`src/rtl/ofip_pkg.sv`:
```
`timescale 1ns / 1ps

package ofip_pkg;

  // Parse phase codes
  localparam logic [2:0] PH_BETWEEN = 3'd0;
  localparam logic [2:0] PH_START   = 3'd1;
  localparam logic [2:0] PH_SIGNED  = 3'd2;
  localparam logic [2:0] PH_DIGITS  = 3'd3;
  localparam logic [2:0] PH_VSLASH  = 3'd4;
  localparam logic [2:0] PH_SKIP    = 3'd5;

  // Line status codes
  localparam logic [1:0] ST_OK         = 2'd0;
  localparam logic [1:0] ST_EXPECT_INT = 2'd1;
  localparam logic [1:0] ST_UNDEFINED  = 2'd2;
  localparam logic [1:0] ST_MISMATCH   = 2'd3;

  // Component kind flags
  localparam logic [1:0] HAS_TEX = 2'b01;
  localparam logic [1:0] HAS_NRM = 2'b10;

  // Component slots
  localparam logic [1:0] SLOT_V = 2'd0;
  localparam logic [1:0] SLOT_T = 2'd1;
  localparam logic [1:0] SLOT_N = 2'd2;

  // Characters
  localparam logic [7:0] CH_ZERO  = 8'h30;
  localparam logic [7:0] CH_NINE  = 8'h39;
  localparam logic [7:0] CH_PLUS  = 8'h2B;
  localparam logic [7:0] CH_MINUS = 8'h2D;
  localparam logic [7:0] CH_SLASH = 8'h2F;
  localparam logic [7:0] CH_TAB   = 8'h09;
  localparam logic [7:0] CH_CR    = 8'h0D;
  localparam logic [7:0] CH_SPACE = 8'h20;
  localparam logic [7:0] CH_NEL   = 8'h85;
  localparam logic [7:0] CH_NBSP  = 8'hA0;

  localparam logic [7:0] MIN_TRIADS = 8'd3;
  localparam logic [7:0] TOTAL_MAX  = 8'hFF;

  // Per-line parser control state
  typedef struct packed {
    logic [2:0] phase;
    logic [1:0] slot;
    logic [2:0] neg;
    logic [1:0] present;
    logic [1:0] required;
    logic [7:0] count;
    logic [1:0] err;
  } ctl_t;

  localparam ctl_t CTL_RESET = '{
    phase:    PH_BETWEEN,
    slot:     SLOT_V,
    neg:      3'b000,
    present:  2'b00,
    required: 2'b00,
    count:    8'd0,
    err:      ST_OK
  };

  // Result flags carried beside the three indices
  typedef struct packed {
    logic       triad_valid;
    logic       has_tex;
    logic       has_nrm;
    logic       line_done;
    logic [1:0] status;
    logic [7:0] total;
  } res_t;

endpackage

```
`src/rtl/ofip_step.sv`:
```
`timescale 1ns / 1ps

// Per-character parse step: classify, accumulate, resolve, pick result
module ofip_step #(
  parameter int INDEX_BITS = 24
) (
  input  ofip_pkg::ctl_t                       ctl_i,
  input  logic [2:0][INDEX_BITS:0]             acc_i,
  input  logic [7:0]                           char_code_i,
  input  logic                                 end_of_line_i,
  input  logic [INDEX_BITS-1:0]                vertex_count_i,
  input  logic [INDEX_BITS-1:0]                texcoord_count_i,
  input  logic [INDEX_BITS-1:0]                normal_count_i,
  output ofip_pkg::ctl_t                       ctl_o,
  output logic [2:0][INDEX_BITS:0]             acc_o,
  output ofip_pkg::res_t                       res_o,
  output logic [INDEX_BITS-1:0]                vertex_index_o,
  output logic [INDEX_BITS-1:0]                texcoord_index_o,
  output logic [INDEX_BITS-1:0]                normal_index_o,
  output logic                                 emit_o
);

  localparam int MAG_W  = INDEX_BITS + 1;
  localparam int PROD_W = MAG_W + 4;

  // first error sticks
  function automatic logic [1:0] first_err(input logic [1:0] cur, input logic [1:0] code);
    first_err = (cur == ofip_pkg::ST_OK) ? code : cur;
  endfunction

  logic                            is_digit;
  logic                            is_sign;
  logic                            is_space;
  logic                            is_slash;
  logic [3:0]                      digit_val;

  // character classes
  always_comb begin
    is_digit  = (char_code_i >= ofip_pkg::CH_ZERO) && (char_code_i <= ofip_pkg::CH_NINE);
    is_sign   = (char_code_i == ofip_pkg::CH_PLUS) || (char_code_i == ofip_pkg::CH_MINUS);
    is_space  = ((char_code_i >= ofip_pkg::CH_TAB) && (char_code_i <= ofip_pkg::CH_CR)) ||
                (char_code_i == ofip_pkg::CH_SPACE) || (char_code_i == ofip_pkg::CH_NEL) ||
                (char_code_i == ofip_pkg::CH_NBSP);
    is_slash  = (char_code_i == ofip_pkg::CH_SLASH);
    digit_val = 4'(char_code_i - ofip_pkg::CH_ZERO);
  end

  ofip_pkg::ctl_t                  nc;
  logic [2:0][MAG_W-1:0]           nacc;
  logic [2:0][INDEX_BITS-1:0]      cnt;
  logic [2:0][INDEX_BITS-1:0]      idx;
  logic [2:0]                      ok;
  logic [1:0]                      sel;
  logic [MAG_W-1:0]                cur_acc;
  logic [PROD_W-1:0]               prod;
  logic [MAG_W-1:0]                cntx;
  logic [MAG_W-1:0]                diff;
  logic                            do_num;
  logic                            ended;
  logic                            bad;
  logic                            accept;

  assign cnt[0] = vertex_count_i;
  assign cnt[1] = texcoord_count_i;
  assign cnt[2] = normal_count_i;

  always_comb begin
    nc      = ctl_i;
    nacc    = acc_i;
    do_num  = 1'b0;
    ended   = 1'b0;
    bad     = 1'b0;
    accept  = 1'b0;
    sel     = ofip_pkg::SLOT_V;
    cur_acc = '0;
    prod    = '0;
    cntx    = '0;
    diff    = '0;
    ok      = '0;
    idx     = '0;
    res_o   = '0;
    emit_o  = 1'b0;
    vertex_index_o   = '0;
    texcoord_index_o = '0;
    normal_index_o   = '0;

    // phase dispatch
    unique case (ctl_i.phase) inside
      ofip_pkg::PH_BETWEEN: begin
        if (!is_space) begin
          nacc       = '0;
          nc.neg     = '0;
          nc.present = '0;
          nc.slot    = ofip_pkg::SLOT_V;
          nc.phase   = ofip_pkg::PH_START;
          do_num     = 1'b1;
        end
      end
      ofip_pkg::PH_START, ofip_pkg::PH_SIGNED, ofip_pkg::PH_DIGITS: begin
        do_num = 1'b1;
      end
      ofip_pkg::PH_VSLASH: begin
        if (is_slash) begin
          nc.present = nc.present | ofip_pkg::HAS_NRM;
          nc.slot    = ofip_pkg::SLOT_N;
          nc.phase   = ofip_pkg::PH_START;
        end else if (is_space) begin
          nc.err   = first_err(nc.err, ofip_pkg::ST_EXPECT_INT);
          nc.phase = ofip_pkg::PH_SKIP;
        end else begin
          nc.present = nc.present | ofip_pkg::HAS_TEX;
          nc.slot    = ofip_pkg::SLOT_T;
          nc.phase   = ofip_pkg::PH_START;
          do_num     = 1'b1;
        end
      end
      default: begin
        nc.phase = ofip_pkg::PH_SKIP;
      end
    endcase

    // one character inside a component
    if (do_num) begin
      sel = (nc.slot == 2'd3) ? ofip_pkg::SLOT_N : nc.slot;
      for (int i = 0; i < 3; i++) begin
        if (sel == 2'(i)) cur_acc = nacc[i];
      end
      if (is_digit) begin
        prod     = (PROD_W'(cur_acc) << 3) + (PROD_W'(cur_acc) << 1) + PROD_W'(digit_val);
        nc.phase = ofip_pkg::PH_DIGITS;
        for (int i = 0; i < 3; i++) begin
          if (sel == 2'(i)) nacc[i] = prod[MAG_W-1:0];
        end
        // magnitude beyond the index range
        if (|prod[PROD_W-1:MAG_W]) begin
          nc.err   = first_err(nc.err, ofip_pkg::ST_EXPECT_INT);
          nc.phase = ofip_pkg::PH_SKIP;
        end
      end else if (is_sign) begin
        if (nc.phase != ofip_pkg::PH_START) begin
          nc.err   = first_err(nc.err, ofip_pkg::ST_EXPECT_INT);
          nc.phase = ofip_pkg::PH_SKIP;
        end else begin
          nc.neg[sel] = (char_code_i == ofip_pkg::CH_MINUS);
          nc.phase    = ofip_pkg::PH_SIGNED;
        end
      end else if (is_space) begin
        if (nc.phase == ofip_pkg::PH_DIGITS) begin
          ended = 1'b1;
        end else begin
          nc.err   = first_err(nc.err, ofip_pkg::ST_EXPECT_INT);
          nc.phase = ofip_pkg::PH_SKIP;
        end
      end else if (is_slash && (nc.phase == ofip_pkg::PH_DIGITS)) begin
        if (sel == ofip_pkg::SLOT_V) begin
          nc.phase = ofip_pkg::PH_VSLASH;
        end else if (sel == ofip_pkg::SLOT_T) begin
          nc.present = nc.present | ofip_pkg::HAS_NRM;
          nc.slot    = ofip_pkg::SLOT_N;
          nc.phase   = ofip_pkg::PH_START;
        end else begin
          // third slash
          nc.err   = first_err(nc.err, ofip_pkg::ST_EXPECT_INT);
          nc.phase = ofip_pkg::PH_SKIP;
        end
      end else begin
        nc.err   = first_err(nc.err, ofip_pkg::ST_EXPECT_INT);
        nc.phase = ofip_pkg::PH_SKIP;
      end
    end

    // end of line closes an open component
    if (!ended && end_of_line_i) begin
      if (nc.phase == ofip_pkg::PH_DIGITS) begin
        ended = 1'b1;
      end else if ((nc.phase != ofip_pkg::PH_BETWEEN) && (nc.phase != ofip_pkg::PH_SKIP)) begin
        nc.err   = first_err(nc.err, ofip_pkg::ST_EXPECT_INT);
        nc.phase = ofip_pkg::PH_SKIP;
      end
    end

    // resolve each slot against its count
    for (int i = 0; i < 3; i++) begin
      cntx   = {1'b0, cnt[i]};
      ok[i]  = (nacc[i] != '0) && (nacc[i] <= cntx);
      diff   = nc.neg[i] ? (cntx - nacc[i]) : (nacc[i] - MAG_W'(1));
      idx[i] = diff[INDEX_BITS-1:0];
    end

    // triad close
    if (ended) begin
      nc.phase = ofip_pkg::PH_BETWEEN;
      bad = !ok[0] ||
            (((nc.present & ofip_pkg::HAS_TEX) != '0) && !ok[1]) ||
            (((nc.present & ofip_pkg::HAS_NRM) != '0) && !ok[2]);
      if (bad) begin
        nc.err   = first_err(nc.err, ofip_pkg::ST_UNDEFINED);
        nc.phase = ofip_pkg::PH_SKIP;
      end else if (nc.count == 8'd0) begin
        nc.required = nc.present;
        accept      = 1'b1;
      end else if (nc.present != nc.required) begin
        nc.err   = first_err(nc.err, ofip_pkg::ST_MISMATCH);
        nc.phase = ofip_pkg::PH_SKIP;
      end else begin
        accept = 1'b1;
      end
    end

    if (accept) begin
      if (nc.count != ofip_pkg::TOTAL_MAX) nc.count = nc.count + 8'd1;
      res_o.triad_valid = 1'b1;
      res_o.has_tex     = (nc.present & ofip_pkg::HAS_TEX) != '0;
      res_o.has_nrm     = (nc.present & ofip_pkg::HAS_NRM) != '0;
      vertex_index_o    = idx[0];
      texcoord_index_o  = res_o.has_tex ? idx[1] : '0;
      normal_index_o    = res_o.has_nrm ? idx[2] : '0;
      emit_o            = 1'b1;
    end

    res_o.total = nc.count;

    // line close: status and state clear
    if (end_of_line_i) begin
      res_o.line_done = 1'b1;
      res_o.status    = ((nc.err == ofip_pkg::ST_OK) && (nc.count < ofip_pkg::MIN_TRIADS)) ?
                        ofip_pkg::ST_EXPECT_INT : nc.err;
      emit_o          = 1'b1;
      nc              = ofip_pkg::CTL_RESET;
      nacc            = '0;
    end
  end

  assign ctl_o = nc;
  assign acc_o = nacc;

endmodule

```
`src/rtl/ofip_out_reg.sv`:
```
`timescale 1ns / 1ps

// Result register on the output channel
module ofip_out_reg #(
  parameter int INDEX_BITS = 24
) (
  input  logic                  clk_i,
  input  logic                  rst_ni,
  input  logic                  load_i,
  input  ofip_pkg::res_t        res_i,
  input  logic [INDEX_BITS-1:0] vertex_index_i,
  input  logic [INDEX_BITS-1:0] texcoord_index_i,
  input  logic [INDEX_BITS-1:0] normal_index_i,
  output logic                  free_o,
  input  logic                  out_stall_i,
  output logic                  out_valid_o,
  output ofip_pkg::res_t        res_o,
  output logic [INDEX_BITS-1:0] vertex_index_o,
  output logic [INDEX_BITS-1:0] texcoord_index_o,
  output logic [INDEX_BITS-1:0] normal_index_o
);

  logic                  valid_q;
  logic                  valid_d;
  ofip_pkg::res_t        res_q;
  logic [INDEX_BITS-1:0] vidx_q;
  logic [INDEX_BITS-1:0] tidx_q;
  logic [INDEX_BITS-1:0] nidx_q;

  // slot is free when empty or being drained this cycle
  assign free_o = !valid_q || !out_stall_i;

  always_comb begin
    valid_d = valid_q;
    if (load_i) begin
      valid_d = 1'b1;
    end else if (valid_q && !out_stall_i) begin
      valid_d = 1'b0;
    end
  end

  always_ff @(posedge clk_i or negedge rst_ni) begin
    if (!rst_ni) begin
      valid_q <= 1'b0;
    end else begin
      valid_q <= valid_d;
    end
  end

  // payload
  always_ff @(posedge clk_i) begin
    if (load_i) begin
      res_q  <= res_i;
      vidx_q <= vertex_index_i;
      tidx_q <= texcoord_index_i;
      nidx_q <= normal_index_i;
    end
  end

  assign out_valid_o      = valid_q;
  assign res_o            = res_q;
  assign vertex_index_o   = vidx_q;
  assign texcoord_index_o = tidx_q;
  assign normal_index_o   = nidx_q;

endmodule

```
`src/rtl/obj_face_index_parser.sv`:
```
`timescale 1ns / 1ps

// Face index parser for the text of one OBJ face line, fed one character per beat.
// It takes a character every cycle unless in_stall_o holds it, and produces at most
// one result per character: a resolved triad, a line-closing status, or both on the
// last character. Throughput is one character per cycle while the output does not
// stall, set by the parse loop (character decode, multiply-by-ten accumulate, then
// index range check and resolve) that sits between the input register and the
// result register and updates the line state on every beat.
// Counts and index outputs are INDEX_BITS wide; magnitudes above 2^(INDEX_BITS+1)-1
// report an expected-integer status.
module obj_face_index_parser #(
  parameter int INDEX_BITS = 24
) (
  input  logic                  clk_i,
  input  logic                  rst_ni,
  input  logic                  in_valid_i,
  output logic                  in_stall_o,
  input  logic [7:0]            char_code_i,
  input  logic                  end_of_line_i,
  input  logic [INDEX_BITS-1:0] vertex_count_i,
  input  logic [INDEX_BITS-1:0] texcoord_count_i,
  input  logic [INDEX_BITS-1:0] normal_count_i,
  output logic                  out_valid_o,
  input  logic                  out_stall_i,
  output logic                  triad_valid_o,
  output logic [INDEX_BITS-1:0] vertex_index_o,
  output logic [INDEX_BITS-1:0] texcoord_index_o,
  output logic [INDEX_BITS-1:0] normal_index_o,
  output logic                  has_texcoord_o,
  output logic                  has_normal_o,
  output logic                  line_done_o,
  output logic [1:0]            line_status_o,
  output logic [7:0]            triad_total_o
);

  localparam int MAG_W = INDEX_BITS + 1;

  // input register
  logic                  in_valid_q;
  logic                  in_valid_d;
  logic [7:0]            char_q;
  logic                  eol_q;
  logic [INDEX_BITS-1:0] vcnt_q;
  logic [INDEX_BITS-1:0] tcnt_q;
  logic [INDEX_BITS-1:0] ncnt_q;

  // line state
  ofip_pkg::ctl_t        ctl_q;
  ofip_pkg::ctl_t        ctl_d;
  logic [2:0][MAG_W-1:0] acc_q;
  logic [2:0][MAG_W-1:0] acc_d;

  ofip_pkg::res_t        step_res;
  ofip_pkg::res_t        out_res;
  logic [INDEX_BITS-1:0] step_vidx;
  logic [INDEX_BITS-1:0] step_tidx;
  logic [INDEX_BITS-1:0] step_nidx;
  logic                  step_emit;
  logic                  out_free;
  logic                  advance;
  logic                  in_take;

  // beat moves from the input register into the result stage
  assign advance    = in_valid_q && out_free;
  assign in_stall_o = in_valid_q && !out_free;
  assign in_take    = in_valid_i && !in_stall_o;

  always_comb begin
    in_valid_d = in_valid_q;
    if (in_take) begin
      in_valid_d = 1'b1;
    end else if (advance) begin
      in_valid_d = 1'b0;
    end
  end

  always_ff @(posedge clk_i or negedge rst_ni) begin
    if (!rst_ni) begin
      in_valid_q <= 1'b0;
    end else begin
      in_valid_q <= in_valid_d;
    end
  end

  always_ff @(posedge clk_i) begin
    if (in_take) begin
      char_q <= char_code_i;
      eol_q  <= end_of_line_i;
      vcnt_q <= vertex_count_i;
      tcnt_q <= texcoord_count_i;
      ncnt_q <= normal_count_i;
    end
  end

  ofip_step #(
    .INDEX_BITS (INDEX_BITS)
  ) u_step (
    .ctl_i            (ctl_q),
    .acc_i            (acc_q),
    .char_code_i      (char_q),
    .end_of_line_i    (eol_q),
    .vertex_count_i   (vcnt_q),
    .texcoord_count_i (tcnt_q),
    .normal_count_i   (ncnt_q),
    .ctl_o            (ctl_d),
    .acc_o            (acc_d),
    .res_o            (step_res),
    .vertex_index_o   (step_vidx),
    .texcoord_index_o (step_tidx),
    .normal_index_o   (step_nidx),
    .emit_o           (step_emit)
  );

  // line state advances once per beat
  always_ff @(posedge clk_i or negedge rst_ni) begin
    if (!rst_ni) begin
      ctl_q <= ofip_pkg::CTL_RESET;
      acc_q <= '0;
    end else if (advance) begin
      ctl_q <= ctl_d;
      acc_q <= acc_d;
    end
  end

  ofip_out_reg #(
    .INDEX_BITS (INDEX_BITS)
  ) u_out_reg (
    .clk_i            (clk_i),
    .rst_ni           (rst_ni),
    .load_i           (advance && step_emit),
    .res_i            (step_res),
    .vertex_index_i   (step_vidx),
    .texcoord_index_i (step_tidx),
    .normal_index_i   (step_nidx),
    .free_o           (out_free),
    .out_stall_i      (out_stall_i),
    .out_valid_o      (out_valid_o),
    .res_o            (out_res),
    .vertex_index_o   (vertex_index_o),
    .texcoord_index_o (texcoord_index_o),
    .normal_index_o   (normal_index_o)
  );

  assign triad_valid_o  = out_res.triad_valid;
  assign has_texcoord_o = out_res.has_tex;
  assign has_normal_o   = out_res.has_nrm;
  assign line_done_o    = out_res.line_done;
  assign line_status_o  = out_res.status;
  assign triad_total_o  = out_res.total;

endmodule

```
`config.mk`:
```
export PLATFORM = sky130hd
export DESIGN_NAME = obj_face_index_parser
export DESIGN_NICKNAME = d
export VERILOG_FILES = /design/src/rtl/ofip_pkg.sv /design/src/rtl/ofip_step.sv /design/src/rtl/ofip_out_reg.sv /design/src/rtl/obj_face_index_parser.sv
export SDC_FILE = /design/constraint.sdc
export NUM_CORES = 1
export LEC_CHECK = 0
export ABC_AREA = 0
export BUFFER_PORTS_ARGS = -buffer_cell sky130_fd_sc_hd__buf_4
export CORE_MARGIN = 3
export CORE_UTILIZATION = 62
export CTS_CLUSTER_DIAMETER = 200
export CTS_CLUSTER_SIZE = 20
export DETAILED_ROUTE_END_ITERATION = 10
export PLACE_DENSITY = 0.82
export REMOVE_ABC_BUFFERS = 1
export SYNTH_ARGS = -nofsm -noshare
export SYNTH_HDL_FRONTEND = slang
export SYNTH_SLANG_ARGS = --single-unit
```
`constraint.sdc`:
```
create_clock -name clk_i -period 14.6 [get_ports clk_i]
set_clock_uncertainty 0.1 [all_clocks]
set_input_delay 0.73 -clock clk_i [delete_from_list [all_inputs] [get_ports clk_i]]
set_output_delay 0.73 -clock clk_i [all_outputs]
set_load 0.01 [all_outputs]
```
==> impl_metrics.ini <==
[status]
outcome = finished, final reports clean

[power_and_ir_drop]
p_leak_nw = 10.5
power.density_nw_per_um2 = 75.2
ir_drop_v = 0.0000935

[run]
maxCapViolations = 0

[place]
placed_cells = 2893
dp_hpwl_um = 48100
port_buffers = 172
dp_slack_ps = 2780
routabilityCongestion = 1.00

[synthesis]
seq_area_frac_synth_pct = 35.9
yosys.area_share.simple_pct = 17.5
async_reset_ff_share_pct = 37.2
synth_top_family_by_area = compound AO/OA/AOI/OAI gates
yosys_warnings = 0
yosys-mux-area-fraction_pct = 1.91
yosys.area_share.adder_pct = 12.2
syn_area_um2 = 20900
ys_ff_latch = 266
ys_types = 106
syn_area_per_cell_um2 = 8.85
synth_edf_count = 167
synth_compound_area_share_pct = 21.3
synth_ff_type = edfxtp_1
synth-xor-area-share_pct = 5.54
synthCells = 2357

[cells_and_area]
nets = 2756
final_cell_mix = nor2_1, nand2_1, buf_4
antenna_cells = 0
drive_gt1_share_pct = 11.6
seq_area_um2 = 7490
layout_commonest_cell = nor2_1
fin_util_pct = 70.1
multi_input_area_um2 = 12300
nFillCells = 2602
instances_no_fill = 2923
area_delta_synth_final_pct = 10.4

[sta]
setup_viol = 0
rsz0062_at_grt = no
slew_violations = 0
fin_crit_sh_pct = 82.8
period_needed_ps = 12090
tns_ps = 0
timing.fmax_ghz = 0.0827
hold_ws_ps = 128
relSlewSlack_pct = 24.0
worst_pin_slew_ps = 1120
hold_viol_final = 0
setup_ws_ps = 2510

[cts]
clkSlewWorstSetupHoldPaths_ps = 100
cts_tree = built
cts_inserted_buffers = 17
htreeDepth = 1
ctsHoldBuffers = 0
cts.repair.resized = 0
cts_buffer_depth = 3
cts_root_buf = clkbuf_16
clk_latency_ps = 540
clkSinkCount = 266
cts_setup_buffers = 0

[critical_path]
regToRegSetupSlack_ps = 2510
reg2reg_depth = 30
crit_path_end_kind = register
worst_path_max_delay_cell = nor2_4
worstSetupPathType = reg2reg
cp_data_arrival_time_ps = 12200
worst_r2r_endpoint = u_out_reg.vertex_index_o[18]
crit_required_ps = 14700
cp_common_cell = a211oi_1
rr_startpoint = char_q[2]
startpoint_type = register
max_stage_delay_ps = 860
crit_fanout = 49

[route]
wl_met1_um = 26200
ant_nets = 0
routed_wl_um = 62500
remaining_drc_errors = 0
viasPerCell = 6.45
wl_per_cell_um = 21.4
highest_layer = met4
dr.first_iter.drc_count = 1914
wl_met2_um = 28900
dr.pass1.iters = 5
vias = 18900
wl_met3_um = 4790

[hold_path]
holdCritPathClass = in2async

[floorplan]
num_io_pins = 173
die_y_um = 189
initial_utilization_pct = 63.5
core_um2 = 32900
die_w_um = 189
rows = 66
fp.dieArea_um2 = 35900

[global_route]
overflow = 0
first_global_vias = 18300
antenna_found_initial = 0
grt_usage_pct = 34.3
grt_max_degree = 88
grt_pass1_wl_um = 99500
## metal layers
layer,vias up,track usage [%]
li1,8760,-
met1,8996,47.6
met2,941,56.1
met3,156,3.37
met4,0,12.6
met5,-,0
## worst max-delay path, delay by kind of cell, from the launching register on
family,cells,cell delay (ps)
AO/OA/AOI/OAI,15,5100
AND/OR/NAND/NOR,6,2820
adder cells (fa/ha/maj),3,1480
buffers and inverters,4,870
XOR/XNOR,1,580
flip-flops,1,540
multiplexers,1,180
## worst max path at each step
stage,cells after the start,endpoint,start
finish,30,u_out_reg.vertex_index_o[18],char_q[2]
global route,33,u_out_reg.vertex_index_o[16],char_q[2]
CTS,33,u_out_reg.vertex_index_o[18],char_q[2]
detailed placement,33,u_out_reg.vertex_index_o[20],char_q[2]
global placement,33,u_out_reg.vertex_index_o[20],char_q[2]
floorplan,32,u_out_reg.normal_index_o[0],char_q[2]
## area by class of cell
class | count | area share, %
Multi-Input combinational cell | 1791 | 53.2
Sequential cell | 266 | 32.5
Timing Repair Buffer | 201 | 6.60
Inverter | 193 | 3.14
Tap cell | 442 | 2.40
Clock buffer | 28 | 2.03
Clock inverter | 2 | 0.109
## synthesized netlist by cell type (11+ instances only)
cell type / number / area (um^2)
clkbuf_1: 80 / 300
nor2b_1: 14 / 87.6
a31oi_1: 34 / 213
and2_1: 15 / 93.8
dfrtp_1: 99 / 2480
ha_1: 196 / 2450
mux2i_1: 32 / 320
nand3_1: 74 / 370
xnor2_1: 105 / 920
a22o_1: 18 / 158
buf_2: 18 / 90.1
nor2_1: 221 / 830
a211oi_1: 83 / 623
inv_1: 192 / 721
edfxtp_1: 167 / 5010
o21ai_1: 11 / 55.1
nand4_1: 27 / 169
o22ai_1: 17 / 106
xor2_1: 27 / 236
or3_1: 16 / 100
and3_1: 36 / 225
a21o_1: 39 / 293
o21a_1: 14 / 105
nor3_1: 51 / 255
a21oi_1: 148 / 741
nand2b_1: 23 / 144
nand2_1: 203 / 762
o21ai_0: 157 / 786
nor4_1: 13 / 81.3
## sequential cells by signal, indices dropped and copies added, names as in the netlist
name,flops
acc_q,75
char_q,8
ctl_q,22
eol_q,1
in_valid_q,1
ncnt_q,24
tcnt_q,24
u_out_reg.normal_index_o,24
u_out_reg.out_valid_o,1
u_out_reg.res_o,14
u_out_reg.texcoord_index_o,24
u_out_reg.vertex_index_o,24
vcnt_q,24
## stage by stage
stage	cell area [um^2]	power, mW
finish	23000	1.73
global route	23000	1.80
CTS	23000	1.73
detailed placement	22500	1.25
global placement	22500	1.24
floorplan	20400	1.12
## power by group
group | leakage, nW | switching [mW] | internal, mW
Clock | 0.234 | 0.262 | 0.224
Sequential | 2.99 | 0.0258 | 0.839
Combinational | 7.25 | 0.240 | 0.142
## cells by family (layout without fill, tap and decap cells)
group | count (synthesis) | count (layout)
buffers and inverters | 300 | 424
AOI/OAI and AO/OA | 666 | 666
and+or+nand+nor | 753 | 753
adders and majority gates | 201 | 201
xor gates and xnor gates | 132 | 132
DFF | 266 | 266
muxes | 39 | 39
(Power assumes the default switching activity.)
